**src/sti_pkg.sv**
```systemverilog
// Shared types and constants for the segment/triangle intersection unit.
`default_nettype none
package sti_pkg;
   localparam int CmdW = 3;
   localparam int OutCoordW = 32;
   localparam int DistW = 31;
   localparam int FracOutW = 17;
   localparam logic [CmdW-1:0] CMD_PLANE = 3'd0;
   localparam logic [CmdW-1:0] CMD_VA    = 3'd1;
   localparam logic [CmdW-1:0] CMD_VB    = 3'd2;
   localparam logic [CmdW-1:0] CMD_VC    = 3'd3;
   localparam logic [CmdW-1:0] CMD_START = 3'd4;
   localparam logic [CmdW-1:0] CMD_TEST  = 3'd5;

   typedef struct packed {
      logic [CmdW-1:0]   command;
      logic signed [31:0] coord_x;
      logic signed [31:0] coord_y;
      logic signed [31:0] coord_z;
      logic signed [31:0] plane_offset;
   } req_type;

   typedef struct packed {
      logic               hit;
      logic signed [31:0] hit_x;
      logic signed [31:0] hit_y;
      logic signed [31:0] hit_z;
      logic [DistW-1:0]   hit_distance;
      logic [FracOutW-1:0] hit_fraction;
   } rsp_type;
endpackage
`default_nettype wire

```
**src/sti_if.sv**
```systemverilog
// Valid/ready channel interfaces for requests and responses.
`default_nettype none
interface sti_req_if;
   logic valid;
   logic ready;
   sti_pkg::req_type req;
   modport source (output valid, output req, input ready);
   modport sink (input valid, input req, output ready);
endinterface

`default_nettype wire

```
**src/sti_front.sv**
```systemverilog
// Front end: accepts beats, drops unknown commands, feeds a two-entry queue.
`default_nettype none
module sti_front (
   input  wire logic clock,
   input  wire logic reset,
   sti_req_if.sink   req_ch,
   output sti_pkg::req_type q_data,
   output logic      q_valid,
   input  wire logic q_pop
);
   import sti_pkg::*;
   req_type    mem_ff [2];
   logic       wp_ff, wp_in, rp_ff, rp_in;
   logic [1:0] cnt_ff, cnt_in;
   logic       push, known;

   assign known = (req_ch.req.command <= CMD_TEST);
   assign req_ch.ready = (cnt_ff != 2'd2);
   assign push = req_ch.valid && req_ch.ready && known;
   assign q_valid = (cnt_ff != 2'd0);
   assign q_data = mem_ff[rp_ff];

   always_comb begin
      wp_in = wp_ff ^ push;
      rp_in = rp_ff ^ (q_pop && q_valid);
      cnt_in = cnt_ff + {1'b0, push} - {1'b0, q_pop && q_valid};
   end

   always_ff @(posedge clock) begin
      if (reset) begin
         wp_ff <= 1'b0;
         rp_ff <= 1'b0;
         cnt_ff <= 2'd0;
      end else begin
         wp_ff <= wp_in;
         rp_ff <= rp_in;
         cnt_ff <= cnt_in;
      end
      if (push) mem_ff[wp_ff] <= req_ch.req;
   end
endmodule
`default_nettype wire

```
**src/flat_wrapper.sv**
```systemverilog
// flat-port wrapper written by rule: the top's interface ports become plain ports
module sti_front_flat import sti_pkg::*;
  (clock, reset, q_data, q_valid, q_pop, req_ch_valid, req_ch_req, req_ch_ready);
  sti_req_if req_ch_i ();
  input  wire logic clock;
  input  wire logic reset;
  output sti_pkg::req_type q_data;
  output logic q_valid;
  input  wire logic q_pop;
  input wire logic [$bits(req_ch_i.valid)-1:0] req_ch_valid;
  input wire logic [$bits(req_ch_i.req)-1:0] req_ch_req;
  output wire logic [$bits(req_ch_i.ready)-1:0] req_ch_ready;
  assign req_ch_i.valid = req_ch_valid;
  assign req_ch_i.req = req_ch_req;
  assign req_ch_ready = req_ch_i.ready;
  sti_front u_core (.clock(clock), .reset(reset), .req_ch(req_ch_i), .q_data(q_data), .q_valid(q_valid), .q_pop(q_pop));
endmodule
```
**config.mk**
```make
export PLATFORM = sky130hd
export DESIGN_NAME = sti_front_flat
export DESIGN_NICKNAME = d
export VERILOG_FILES = /design/src/sti_pkg.sv /design/src/sti_if.sv /design/src/sti_front.sv /design/src/flat_wrapper.sv
export SDC_FILE = /design/constraint.sdc
export NUM_CORES = 1
export LEC_CHECK = 0
export BUFFER_PORTS_ARGS = -buffer_cell sky130_fd_sc_hd__buf_4
export CAP_MARGIN = 15
export CORE_MARGIN = 2
export CORE_UTILIZATION = 35
export DETAILED_ROUTE_END_ITERATION = 16
export PLACE_DENSITY_LB_ADDON = 0.2
export SETUP_SLACK_MARGIN = 0.02
export SYNTH_ARGS = -nofsm -noshare
export SYNTH_HDL_FRONTEND = slang
export SYNTH_SLANG_ARGS = --single-unit
```
**constraint.sdc**
```tcl
create_clock -name clock -period 6.4 [get_ports clock]
set_clock_uncertainty 0.15 [all_clocks]
set_input_delay 0.96 -clock clock [delete_from_list [all_inputs] [get_ports clock]]
set_output_delay 0.96 -clock clock [all_outputs]
set_load 0.05 [all_outputs]
```
# Yosys cells after proc, flatten, opt, wreduce, memory -nomap -nowiden
# Memories as Yosys holds them, arrays and structs flattened. A register that Yosys moved wholly into a read port is not among the register bits.
# Index checks and enable logic that the tools add are counted.
# op_classes
add_sub_neg	2
magnitude_cmp	1
eq_ne	1
muxes	3
n_bitwise	2
n_reduce_logical	4
# ops
cell	count
less-or-equal comparator 3 bit (second input constant)	1
logical AND 1 bit	3
2-to-1 mux 1 bit	3
adder 2 x 1 -> 2 bit	1
!= test 2 bit (second input constant)	1
nonzero test 2 bit	1
subtractor 2 x 1 -> 2 bit	1
bitwise XOR 1 bit	2
# totals
regBits	4
mem_bits_rw	262
in_bits	135
output_inout_bits	133
wordCells	17
n_memories	1
# memory_table
name	depth	word_bits	rd	rd_ports_with_merged_regs	write_ports	line	rtl
u_core.mem_ff	2	131	1	1	1	sti_front.sv:12	req_type mem_ff [2];

# Depth between registers and ports, before layout
# Gate-level depths: netlist of the first run.
# logic_depth
ltp_word	5
depth_mapped	6
mapped_depth_nobuf	6

# Worst setup path before layout of the first run
# No wires, ideal clock.
# synth_path
path_type	in2reg
startpoint	input port req_ch_req[130]
endpoint	memory u_core.mem_ff[0][0] (netlist bit) (enable)
setup_ns	0.506
arrival_time_ns	4.292
t_required_ns	5.744
setup_slack_ns	1.452
cell_stages	3
path_buffers	0
cell_sequence	nand2_1 and3_1 ha_1
# synth_via
elab_chain_len	4
# synth_lines
element	line	rtl
from (decl)	flat_wrapper.sv:11	input wire logic [$bits(req_ch_i.req)-1:0] req_ch_req;
less-or-equal comparator 3 bit	sti_front.sv:17	assign known = (req_ch.req.command <= CMD_TEST);
logical AND 1 bit	sti_front.sv:19	assign push = req_ch.valid && req_ch.ready && known;
2-to-1 mux 1 bit	sti_front.sv:39	if (push) mem_ff[wp_ff] <= req_ch.req;
2-to-1 mux 1 bit (not written as such)	sti_front.sv:39	
to (decl)	sti_front.sv:12	
# Every way passes these cells.

==> results.md, run 1 <==
* DR WL/cell at ~18 um
* TritonCTS Buffers at 29
* Post-detailed-routing wire length at 19900 um
* GP Congestion at 0.732
* Fin Setup TNS at 0 ps
* H-tree levels at 1
* Cell variety after synth at 18
* CTS Hold Bufs at 0
* Power Density at 439 nW/um2
* RSZ-0062 raised after global routing: false
* Sink Count at around 270
* Root buffer cell: clkbuf_16
* ANT cells at 0
* Count of buffers from port buffering at about 270
* Vias in the first global route at approximately 5200
* Measured slew at the worst slew-check pin at 765 ps
* Area Growth Syn to Fin at 34.3%
* Overall die height at 171 um
* Fin util at a little under half
* Synth warn at 0
* Fin crit share at between 50% and 60%
* Top cells by count, synth: edfxtp_1, mux2_2, mux2_4
* Maxcap violations at 0
* Initial Util at a little over a third
* Final Hold Viols at 0
* Crit path launch type: flip-flop
* DP Area at roughly 12000 um2
* Largest cells by area after synthesis: edfxtp_1, mux2_2, mux2_4
* Highest net fanout along the worst path at between 50 and 60
* Syn Nets at 570
* Max Freq at ~270 MHz
* Min-delay worst type: in2reg
* First-pass DRT Iterations at 4
* Fin crit period at roughly 3700 ps
* Worst skew pair latency at ~530 ps
* Global route overflow at 0
* Global-route wire length before repair at 29400 um
* Die area at 29200 um2
* Initial antenna violation count at 0
* Largest net degree at the start of global routing at 54
* Die width at 171 um
* Final setup viols at 0
* Critical path class: reg2out
* Primary FF master, synth: edfxtp_1
* WP data arrival at 2580 ps
* Resize count post-CTS at 0
* Worst path max stage delay at about 700 ps
* Cell Rows at 61
* Critical Path, Cell by Cell: buf_4 > mux2_2 > buf_4
* Yosys reg bits at around 270
* Post-synth EDFFs at 262
* Most common cell in the netlist: edfxtp_1
* Data required, critical path at about 5300 ps
* Critical-path top delay cell: dfxtp_4
* # DRC at 0
* CORE AREA at roughly 28000 um2
* Slew margin rel. at about half
* Peak VDD IR at roughly 240 uV
* Clock tree buffer depth at 3
* Nets@finish at 859
* Initial DRC count at a little under 300
* Vias per cell at approximately 4.4
* Dominant cell type by area after synthesis: edfxtp_1
* Via count at around 4900
* Cells after synthesis at approximately 430
* Final Max Slew Viols at 0
* Post-route cell area at between 10000 and 15000 um2
* Reg clk slew, reported paths at approximately 60 ps
* CTS tree: built
* Crit path top cell by count: buf_4
* Leakage power at ~4.8 nW
* Detailed placement HPWL at 13200 um
* GRT Overall Usage at 13.1%
* Placed cells at between 1000 and 1500
* Sequential-to-total area share from yosys stat at 81.6%
* Async SR Flop Fraction at 0%
* Layout cells sized above 1 at 59.3%
* IO Count at about 270
* Status: completed
* Final cell count without fillers at around 1100
* Yosys top cell area share at between 80% and 90%
* Worst Setup End Kind: output pin
* Total Power at around 5.7 mW
* Post-Synthesis Cell Area at ~9700 um2
* Antenna Nets Post-Route at 0
* Postcts setup bufs at 0
* Avg Cell Area, Syn at roughly 23 um2
==> placed cells by master, fill, tap and decap left out, drive strengths merged <==
master	count
ha	4
mux2	132
dfxtp	4
clkinv	13
o21a	1
nor2b	2
bufinv	4
edfxtp	262
nand2b	1
and3	1
buf	273
xnor3	1
nand2	1
clkbuf	36
inv	3
nor2	3
or2	1
==> critical path: cells and delay by family, from the launching register on <==
family                 cells  cell delay [ps]
multiplexers               1              430
buffers and inverters      2              860
flip-flops                 1              680
==> path summary, 6_finish.rpt <==
kind,from,cells past startpoint,slack (ps),to
worst max-delay path,u_core.rp_ff,3,2710,q_data[88]
worst min-delay path,req_ch_req[35],1,460,u_core.mem_ff[1][35]
worst max register to register,u_core.cnt_ff[0],4,3720,u_core.mem_ff[1][27]
worst min register to register,u_core.wp_ff,3,470,u_core.wp_ff
==> cell type report <==
cell class / count / area, um2
timing repair buffer: 273 / 2050
sequential: 266 / 7950
inverter: 3 / 11.3
tap: 378 / 473
clock inverter: 17 / 181
multi-input combinational: 147 / 1670
fill: 2390 / 14500
clock buffer: 36 / 752
==> state kept, by name, summed over array words and instances (netlist names) <==
register       flops
u_core.cnt_ff      2
u_core.mem_ff    262
u_core.rp_ff       1
u_core.wp_ff       1
==> power breakdown <==
| group | internal, mW | switching [mW] |
|---|---|---|
| Sequential | 2.15 | 0.0695 |
| Combinational | 0.638 | 1.27 |
| Clock | 0.988 | 0.638 |
| Total | 3.77 | 1.97 |
==> metrics by stage <==
step	hold slack, ps	worst slack [ps]
after global placement	446	3080
after detailed placement	465	3020
final	459	2710
after CTS	432	2640
after global routing	428	2550
after floorplan	369	1450
==> layer usage <==
metal,GRT usage (%),vias to the layer above,share of wire [%]
li1,-,2292,-
met1,16.7,2421,41
met2,21.4,182,47
met3,4.79,34,8.9
met4,3.43,0,2.4
met5,0,-,0
==> kinds of logic after synthesis <==
kind of cell	after synthesis	share of synthesized area, %
XOR/XNOR	1	0.231
AO/OA/AOI/OAI	1	0.0771
adder cells (fa/ha/maj)	4	0.514
AND/OR/NAND/NOR	9	0.475
flip-flops	266	81.6
buffers and inverters	18	1.54
multiplexers	132	15.6
(Power assumes the default switching activity.)
==> run 2: changes to the inputs <==
--- a/config.mk
+++ b/config.mk
@@ -5,6 +5,7 @@
 export SDC_FILE = /design/constraint.sdc
 export NUM_CORES = 1
 export LEC_CHECK = 0
+export ABC_AREA = 1
 export BUFFER_PORTS_ARGS = -buffer_cell sky130_fd_sc_hd__buf_4
 export CAP_MARGIN = 15
 export CORE_MARGIN = 2
==> constraint.sdc (replaced) <==
create_clock -name clock -period 3 [get_ports clock]
set_clock_uncertainty 0.15 [all_clocks]
set_input_delay 0.45 -clock clock [delete_from_list [all_inputs] [get_ports clock]]
set_output_delay 0.45 -clock clock [all_outputs]
set_load 0.05 [all_outputs]
==> results.md, run 2 <==
* Detailed placement HPWL at 14000 um (+6.5%)
* Commonest non-fill, non-tap cells in the layout: buf_4, edfxtp_1, dlygate4sd3_1
* Vias in the first global route at 6083 (+16%)
* IO Count at 268 (unchanged)
* Root buffer cell: clkbuf_16
* Resize count post-CTS at 0 (unchanged)
* Power Density at 823 nW/um2 (+87%)
* Min-delay worst type: in2reg
* WP data arrival at 1860 ps (-720 ps)
* Critical path class: reg2out
* CTS tree: built
* Via count at 5468 (+11%)
* Count of buffers from port buffering at 267 (unchanged)
* Final Max Slew Viols at 0 (unchanged)
* First-pass DRT Iterations at 5 (+1)
* Area Growth Syn to Fin at 47.2%
* Fin crit share at 81.9%
* Measured slew at the worst slew-check pin at 524 ps (-240 ps)
* Post-synth EDFFs at 262 (unchanged)
* NetSw at 4.11 mW (+110%)
* Initial Util at 35.7% (+0.42 points)
* Worst path max stage delay at 400 ps (-280 ps)
* CORE AREA at 27900 um2 (+1.1%)
* DR WL/cell at 16.8 um (-5.5%)
* Combinational Power Share at 35.1% (+2.0 points)
* Slew margin rel. at 65.0% (+16 points)
* Reg2reg path depth at 7 (+3)
* Yosys top cell area share at 78.9% (-1.8 points)
* Max reg flops at 262 (unchanged)
* Yosys reg bits at 266 (unchanged)
* Final Hold Viols at 0 (unchanged)
* Initial DRC count at 216 (-26%)
* Critical Path, Cell by Cell: buf_12 > mux2_2 > buf_4
* Synth warn at 0 (unchanged)
* Final setup viols at 0 (unchanged)
* Worst Setup End Kind: output pin
* Final Worst Setup Slack at 544 ps (-2160 ps)
* Area occupied by registers at 7950 um2 (unchanged)
* RSZ-0062 raised after global routing: false
* Dominant cell type by area after synthesis: edfxtp_1
* Reg clk slew, reported paths at 60 ps (about the same)
* Pre-CTS setup slack at 579 ps (-2440 ps)
* Cell variety after synth at 12 (-6)
* Worst skew pair latency at 530 ps (about the same)
* Die width at 173 um (+1.1%)
* # DRC at 0 (unchanged)
* Initial antenna violation count at 2 (+2)
* Post-detailed-routing wire length at 21400 um (+7.1%)
* Filler cell count at 2296 (-3.9%)
* Largest cells by area after synthesis: edfxtp_1, mux2_4, mux2_2
* Final cell count without fillers at 1269 (+13%)
* Async SR Flop Fraction at 0% (unchanged)
* Most common cell in the netlist: edfxtp_1
* Status: completed
* Clock tree buffer depth at 3 (unchanged)
* Nets@finish at 1008 (+17%)
* Die area at 29900 um2 (+2.3%)
* Cells after synthesis at 444 (+3.0%)
* Antenna Nets Post-Route at 0 (unchanged)
* Max Freq at 407 MHz
* Syn Nets at 583 (+2.3%)
* Hold_ws at 58.3 ps (-401 ps)
* GP Congestion at 0.738 (+0.76%)
* Multi-input logic area at 1880 um2 (+12%)
* GRT Overall Usage at 13.7% (+0.59 points)
* Commonest non-fill, non-tap cell in the layout: buf_4
* Top cells by count, synth: edfxtp_1, mux2_4, mux2_2
* Maxcap violations at 0 (unchanged)
* Peak VDD IR at 467 uV (+94%)
* Fin Setup TNS at 0 ps (unchanged)
* Sink Count at 266 (unchanged)
* Leakage power at 5.61 nW (+16%)
* H-tree levels at 1 (unchanged)
* Highest net fanout along the worst path at 62 (+17%)
* Vias per cell at 4.31 (-2.1%)
* Reg power frac at 38.8% (+0.2 points)
* Data required, critical path at 2400 ps (-2890 ps)
* Global route overflow at 0 (unchanged)
* Clk pwr share at 26.1% (-2.2 points)
* Switching Share at 34.0% (-0.30 points)
* Crit path launch type: flip-flop
* Most flop-heavy register: u_core.mem_ff
* Sequential-to-total area share from yosys stat at 79.7% (-1.8 points)
* Avg Cell Area, Syn at 22.5 um2 (-0.68%)
* Post-Synthesis Cell Area at 9970 um2 (+2.3%)
* Largest net degree at the start of global routing at 63 (+17%)
* Placed cells at 1085 (+1.7%)
* Layout cells sized above 1 at 50.5% (-8.8 points)
* TritonCTS Buffers at 28 (-3.4%)
* Cell Rows at 61 (unchanged)
* Biggest regs: u_core.mem_ff: 262 flops, u_core.cnt_ff: 2 flops
* Global-route wire length before repair at 32500 um (+11%)
* Int Power at 7.97 mW (+110%)
* Critical-path top delay cell: mux2_2
* Primary FF master, synth: edfxtp_1
* Hold Crit Depth at 4 (+3)
* Overall die height at 173 um (+1.1%)
* Fin crit period at between 2000 and 2500 ps
[run 2: changes by cell type after synthesis, sizes merged, moves of 2 or more]
cell and delta:
nand3 +2, nor2b -2, nand2 +5, inv +7
nor2 +5, a21oi +2
[run 2: metal layers]
layer	vias to the layer above	track usage, %	part of all wire (%)
met2	206	23.9	49
met5	-	0	0
met3	42	5.17	8.5
met4	0	4.34	3.1
met1	2627	15.7	39
li1	2593	-	-
[run 2: cells by family (layout without fill, tap and decap cells)]
family | count (synthesis) | in the layout | share of synthesized area [%]
AOI/OAI and AO/OA | 2 | 2 | 0.100
adders and majority gates | 4 | 4 | 0.502
buffers and inverters | 25 | 470 | 1.69
DFF | 266 | 266 | 79.7
muxes | 131 | 131 | 17.4
other | 0 | 2 | 0
and+or+nand+nor | 16 | 16 | 0.628
[run 2: cell type report]
class / instances / area share [%]
flip-flops and latches: 266 / 54.2
repair buffers: 410 / 23.7
multi-input cells: 153 / 12.8
clock buffers: 35 / 5.10
well taps: 378 / 3.22
clock inverters: 15 / 0.640
inverters: 10 / 0.256
diodes: 2 / 0.0341
[run 2: worst max-delay path: cells and delay by family, from the launching register on]
family	cells	cell delay [ps]
buffers and inverters	2	480
multiplexers	1	400
flip-flops	1	370
[run 2: stage by stage]
stage	util, %	total power [mW]	area (um2)
after global placement	44.8	8.87	12500
after CTS	52.5	12.2	14700
after global routing	52.5	12.6	14700
final	52.5	12.1	14700
after floorplan	-	7.72	9970
after detailed placement	44.8	8.92	12500
[run 2: final timing paths]
| path | startpoint | end | slack [ps] |
|---|---|---|---|
| worst max-delay path | u_core.rp_ff | q_data[52] | 540 |
| worst min-delay path | q_pop | u_core.rp_ff | 60 |
| worst min register to register | u_core.cnt_ff[1] | u_core.cnt_ff[1] | 440 |
| worst max register to register | u_core.cnt_ff[1] | u_core.mem_ff[0][33] | 630 |
[run 2: power groups by stage]
stage / logic, mW / clock network [mW] / registers (mW)
final: 4.24 / 3.15 / 4.69
after global routing: 4.44 / 3.39 / 4.72
after CTS: 4.30 / 3.25 / 4.69
after detailed placement: 4.15 / 0 / 4.77
after global placement: 4.12 / 0 / 4.75
after floorplan: 2.96 / 0 / 4.76
[run 2: repair_timing]
item | in CTS | in global routing
endpoints found under the hold margin | 264 | 0
hold buffers | 132 | 0
setup buffers | 0 | 0
==> run 3: changes to the inputs <==
==> constraint.sdc (replaced) <==
create_clock -name clock -period 2.3 [get_ports clock]
set_clock_uncertainty 0.15 [all_clocks]
set_input_delay 0.345 -clock clock [delete_from_list [all_inputs] [get_ports clock]]
set_output_delay 0.345 -clock clock [all_outputs]
set_load 0.05 [all_outputs]
==> results.md, run 3 (synthesis gave the netlist of run 2 again) <==
* Status: completed
* GRT Overall Usage at 14.2% (+0.47 points)
* WP data arrival at 1760 ps (-100 ps)
* Peak VDD IR at 830 uV (+78%)
* Final cell count without fillers at 1290 (+1.7%)
* ANT cells at 0 (-2)
* Critical path class: reg2out
* Data required, critical path at 1800 ps (-600 ps)
* CORE AREA at 27900 um2 (unchanged)
* Measured slew at the worst slew-check pin at 401 ps (-124 ps)
* GP Congestion at 0.696 (-5.7%)
* Maxcap violations at 0 (unchanged)
* Root buffer cell: clkbuf_16
* Area Growth Syn to Fin at 58.0%
* Commonest non-fill, non-tap cell in the layout: edfxtp_1
* Clk pwr share at 27.6% (+1.5 points)
* Final setup viols at 0 (unchanged)
* Fin crit period at 2260 ps
* Int Power at 11.7 mW (+47%)
* Post-detailed-routing wire length at 22900 um (+7.4%)
* First-pass DRT Iterations at 5 (unchanged)
* Reg power frac at 35.3% (-3.5 points)
* Initial DRC count at 277 (+28%)
* IO Count at 268 (unchanged)
* Critical path depth in cells at 4 (+1)
* Final Max Slew Viols at 0 (unchanged)
* Clock tree buffer depth at 3 (unchanged)
* Via count at 5697 (+4.2%)
* Worst Setup End Kind: output pin
* Critical-path top delay cell: dfxtp_4
* Hold Crit Depth at 5 (+1)
* Die area at 29900 um2 (unchanged)
* RSZ-0062 raised after global routing: true
* Initial Util at 35.7% (unchanged)
* Crit path launch type: flip-flop
* Combinational Power Share at 37.1% (+2.0 points)
* DR WL/cell at 17.8 um (+5.7%)
* Nets@finish at 1029 (+2.1%)
* Worst path max stage delay at 380 ps (-20 ps)
* Antenna Nets Post-Route at 0 (unchanged)
* CTS tree: built
* Leakage power at 6.05 nW (+8.0%)
* Hold_ws at 211 ps (+152 ps)
* Critical Path, Cell by Cell: buf_12 > clkbuf_16 > mux2_2 > buf_6
* NetSw at 5.72 mW (+39%)
* Critical path buffers and inverters at 3 (+1)
* Min-delay worst type: in2reg
* Crit-path leading delay family: buffers and inverters
* Fin crit share at a little over nine tenths
* Max reg flops at 262 (unchanged)
* Worst R2R Setup Slack at 340 ps (-290 ps)
* Count of buffers from port buffering at 267 (unchanged)
* Largest net degree at the start of global routing at 64 (+1.6%)
* Biggest regs: u_core.mem_ff: 262 flops, u_core.cnt_ff: 2 flops
* Detailed placement HPWL at 14300 um (+1.5%)
* Switching Share at 32.9% (-1.1 points)
* Commonest non-fill, non-tap cells in the layout: edfxtp_1, buf_4, dlygate4sd3_1
* Layout cells sized above 1 at 53.3% (+2.8 points)
* Final Hold Viols at 0 (unchanged)
* Power Density at 1100 nW/um2 (+34%)
* Vias per cell at 4.42 (+2.5%)
* Filler cell count at 2169 (-5.5%)
* Placed cells at 1096 (+1.0%)
* Slew margin rel. at 73.3% (+8.3 points)
* Global-route wire length before repair at 33700 um (+3.5%)
* Sink Count at 266 (unchanged)
* Global route overflow at 0 (unchanged)
* Reg clk slew, reported paths at 60 ps (about the same)
* Initial antenna violation count at 0 (-2)
* Cell Rows at 61 (unchanged)
* # DRC at 0 (unchanged)
* H-tree levels at 1 (unchanged)
* Highest net fanout along the worst path at 10 (-84%)
* Most flop-heavy register: u_core.mem_ff
* Overall die height at 173 um (unchanged)
* Die width at 173 um (unchanged)
* TritonCTS Buffers at 29 (+3.6%)
* Reg2reg path depth at 7 (unchanged)
* Worst skew pair latency at 530 ps (about the same)
* Max Freq at approximately 440 MHz
* Vias in the first global route at 6253 (+2.8%)
[run 3: cell count changes in the layout (fill, tap and decap cells not counted), sizes merged]
cell         before  now
clkinvlp          1    4
clkbuf           35   33
bufinv            1    6
clkinv           13   14
dlygate4sd3     132  133
diode             2    0
buf             278  293
[run 3: power groups by stage]
| stage | sequential [mW] | combinational (mW) | clock [mW] |
|---|---|---|---|
| final | 6.14 | 6.45 | 4.81 |
| after global routing | 6.18 | 6.73 | 5.13 |
| after CTS | 6.14 | 6.03 | 4.92 |
| after detailed placement | 6.30 | 5.47 | 0 |
| after global placement | 6.26 | 5.42 | 0 |
| after floorplan | 6.19 | 3.91 | 0 |
[run 3: worst register-to-register path, cell delays in order (launching register included)]
cell and delay (ps):
dfxtp_1 320, inv_2 110, nor2_4 50, inv_6 50, nand2_4 50, a21oi_4 190, ha_4 290, buf_12 340
[run 3: metrics by stage]
| stage | worst slack, ps | util, % | total power, mW | instance area, um2 | TNS [ps] |
|---|---|---|---|---|---|
| global placement | 352 | 45.4 | 11.7 | 12700 | 0 |
| CTS | -29.2 | 54.8 | 17.1 | 15300 | -319 |
| finish | 43.8 | 56.4 | 17.4 | 15800 | 0 |
| global route | -13.8 | 56.4 | 18.0 | 15800 | -172 |
| floorplan | -57.5 | - | 10.1 | 10000 | -15070 |
| detailed placement | 327 | 45.4 | 11.8 | 12700 | 0 |
[run 3: path summary, 6_finish.rpt]
check | start | to
hold / removal | req_ch_valid | u_core.wp_ff
setup reg to reg | u_core.cnt_ff[1] | u_core.mem_ff[0][78]
hold reg to reg | u_core.cnt_ff[1] | u_core.cnt_ff[1]
setup / recovery | u_core.rp_ff | q_data[32]
[run 3: cell type report]
cell class	instances	area, um2	share of cell area [%]
clock buffer	29	726	4.61
clock inverter	24	279	1.77
inverter	10	42.5	0.270
multi-input combinational	153	1940	12.3
sequential	266	7950	50.5
tap	378	473	3.00
timing repair buffer	430	4340	27.6
[run 3: repair_timing]
action / 4_1_cts / 5_1_grt
gates resized for setup: 59 / 86
cloned: 0 / 5
endpoints found under the hold margin: 266 / 0
buffers inserted: 3 / 0
endpoints found under the setup margin: 126 / 81
hold buffers: 133 / 0
[run 3: routing by layer]
layer / global-route usage (%) / vias to the layer above / wire (um)
li1: - / 2644 / -
met1: 17.1 / 2802 / 9270
met2: 24.5 / 217 / 11400
met3: 4.55 / 34 / 1700
met4: 4.03 / 0 / 536
met5: 0 / - / 0
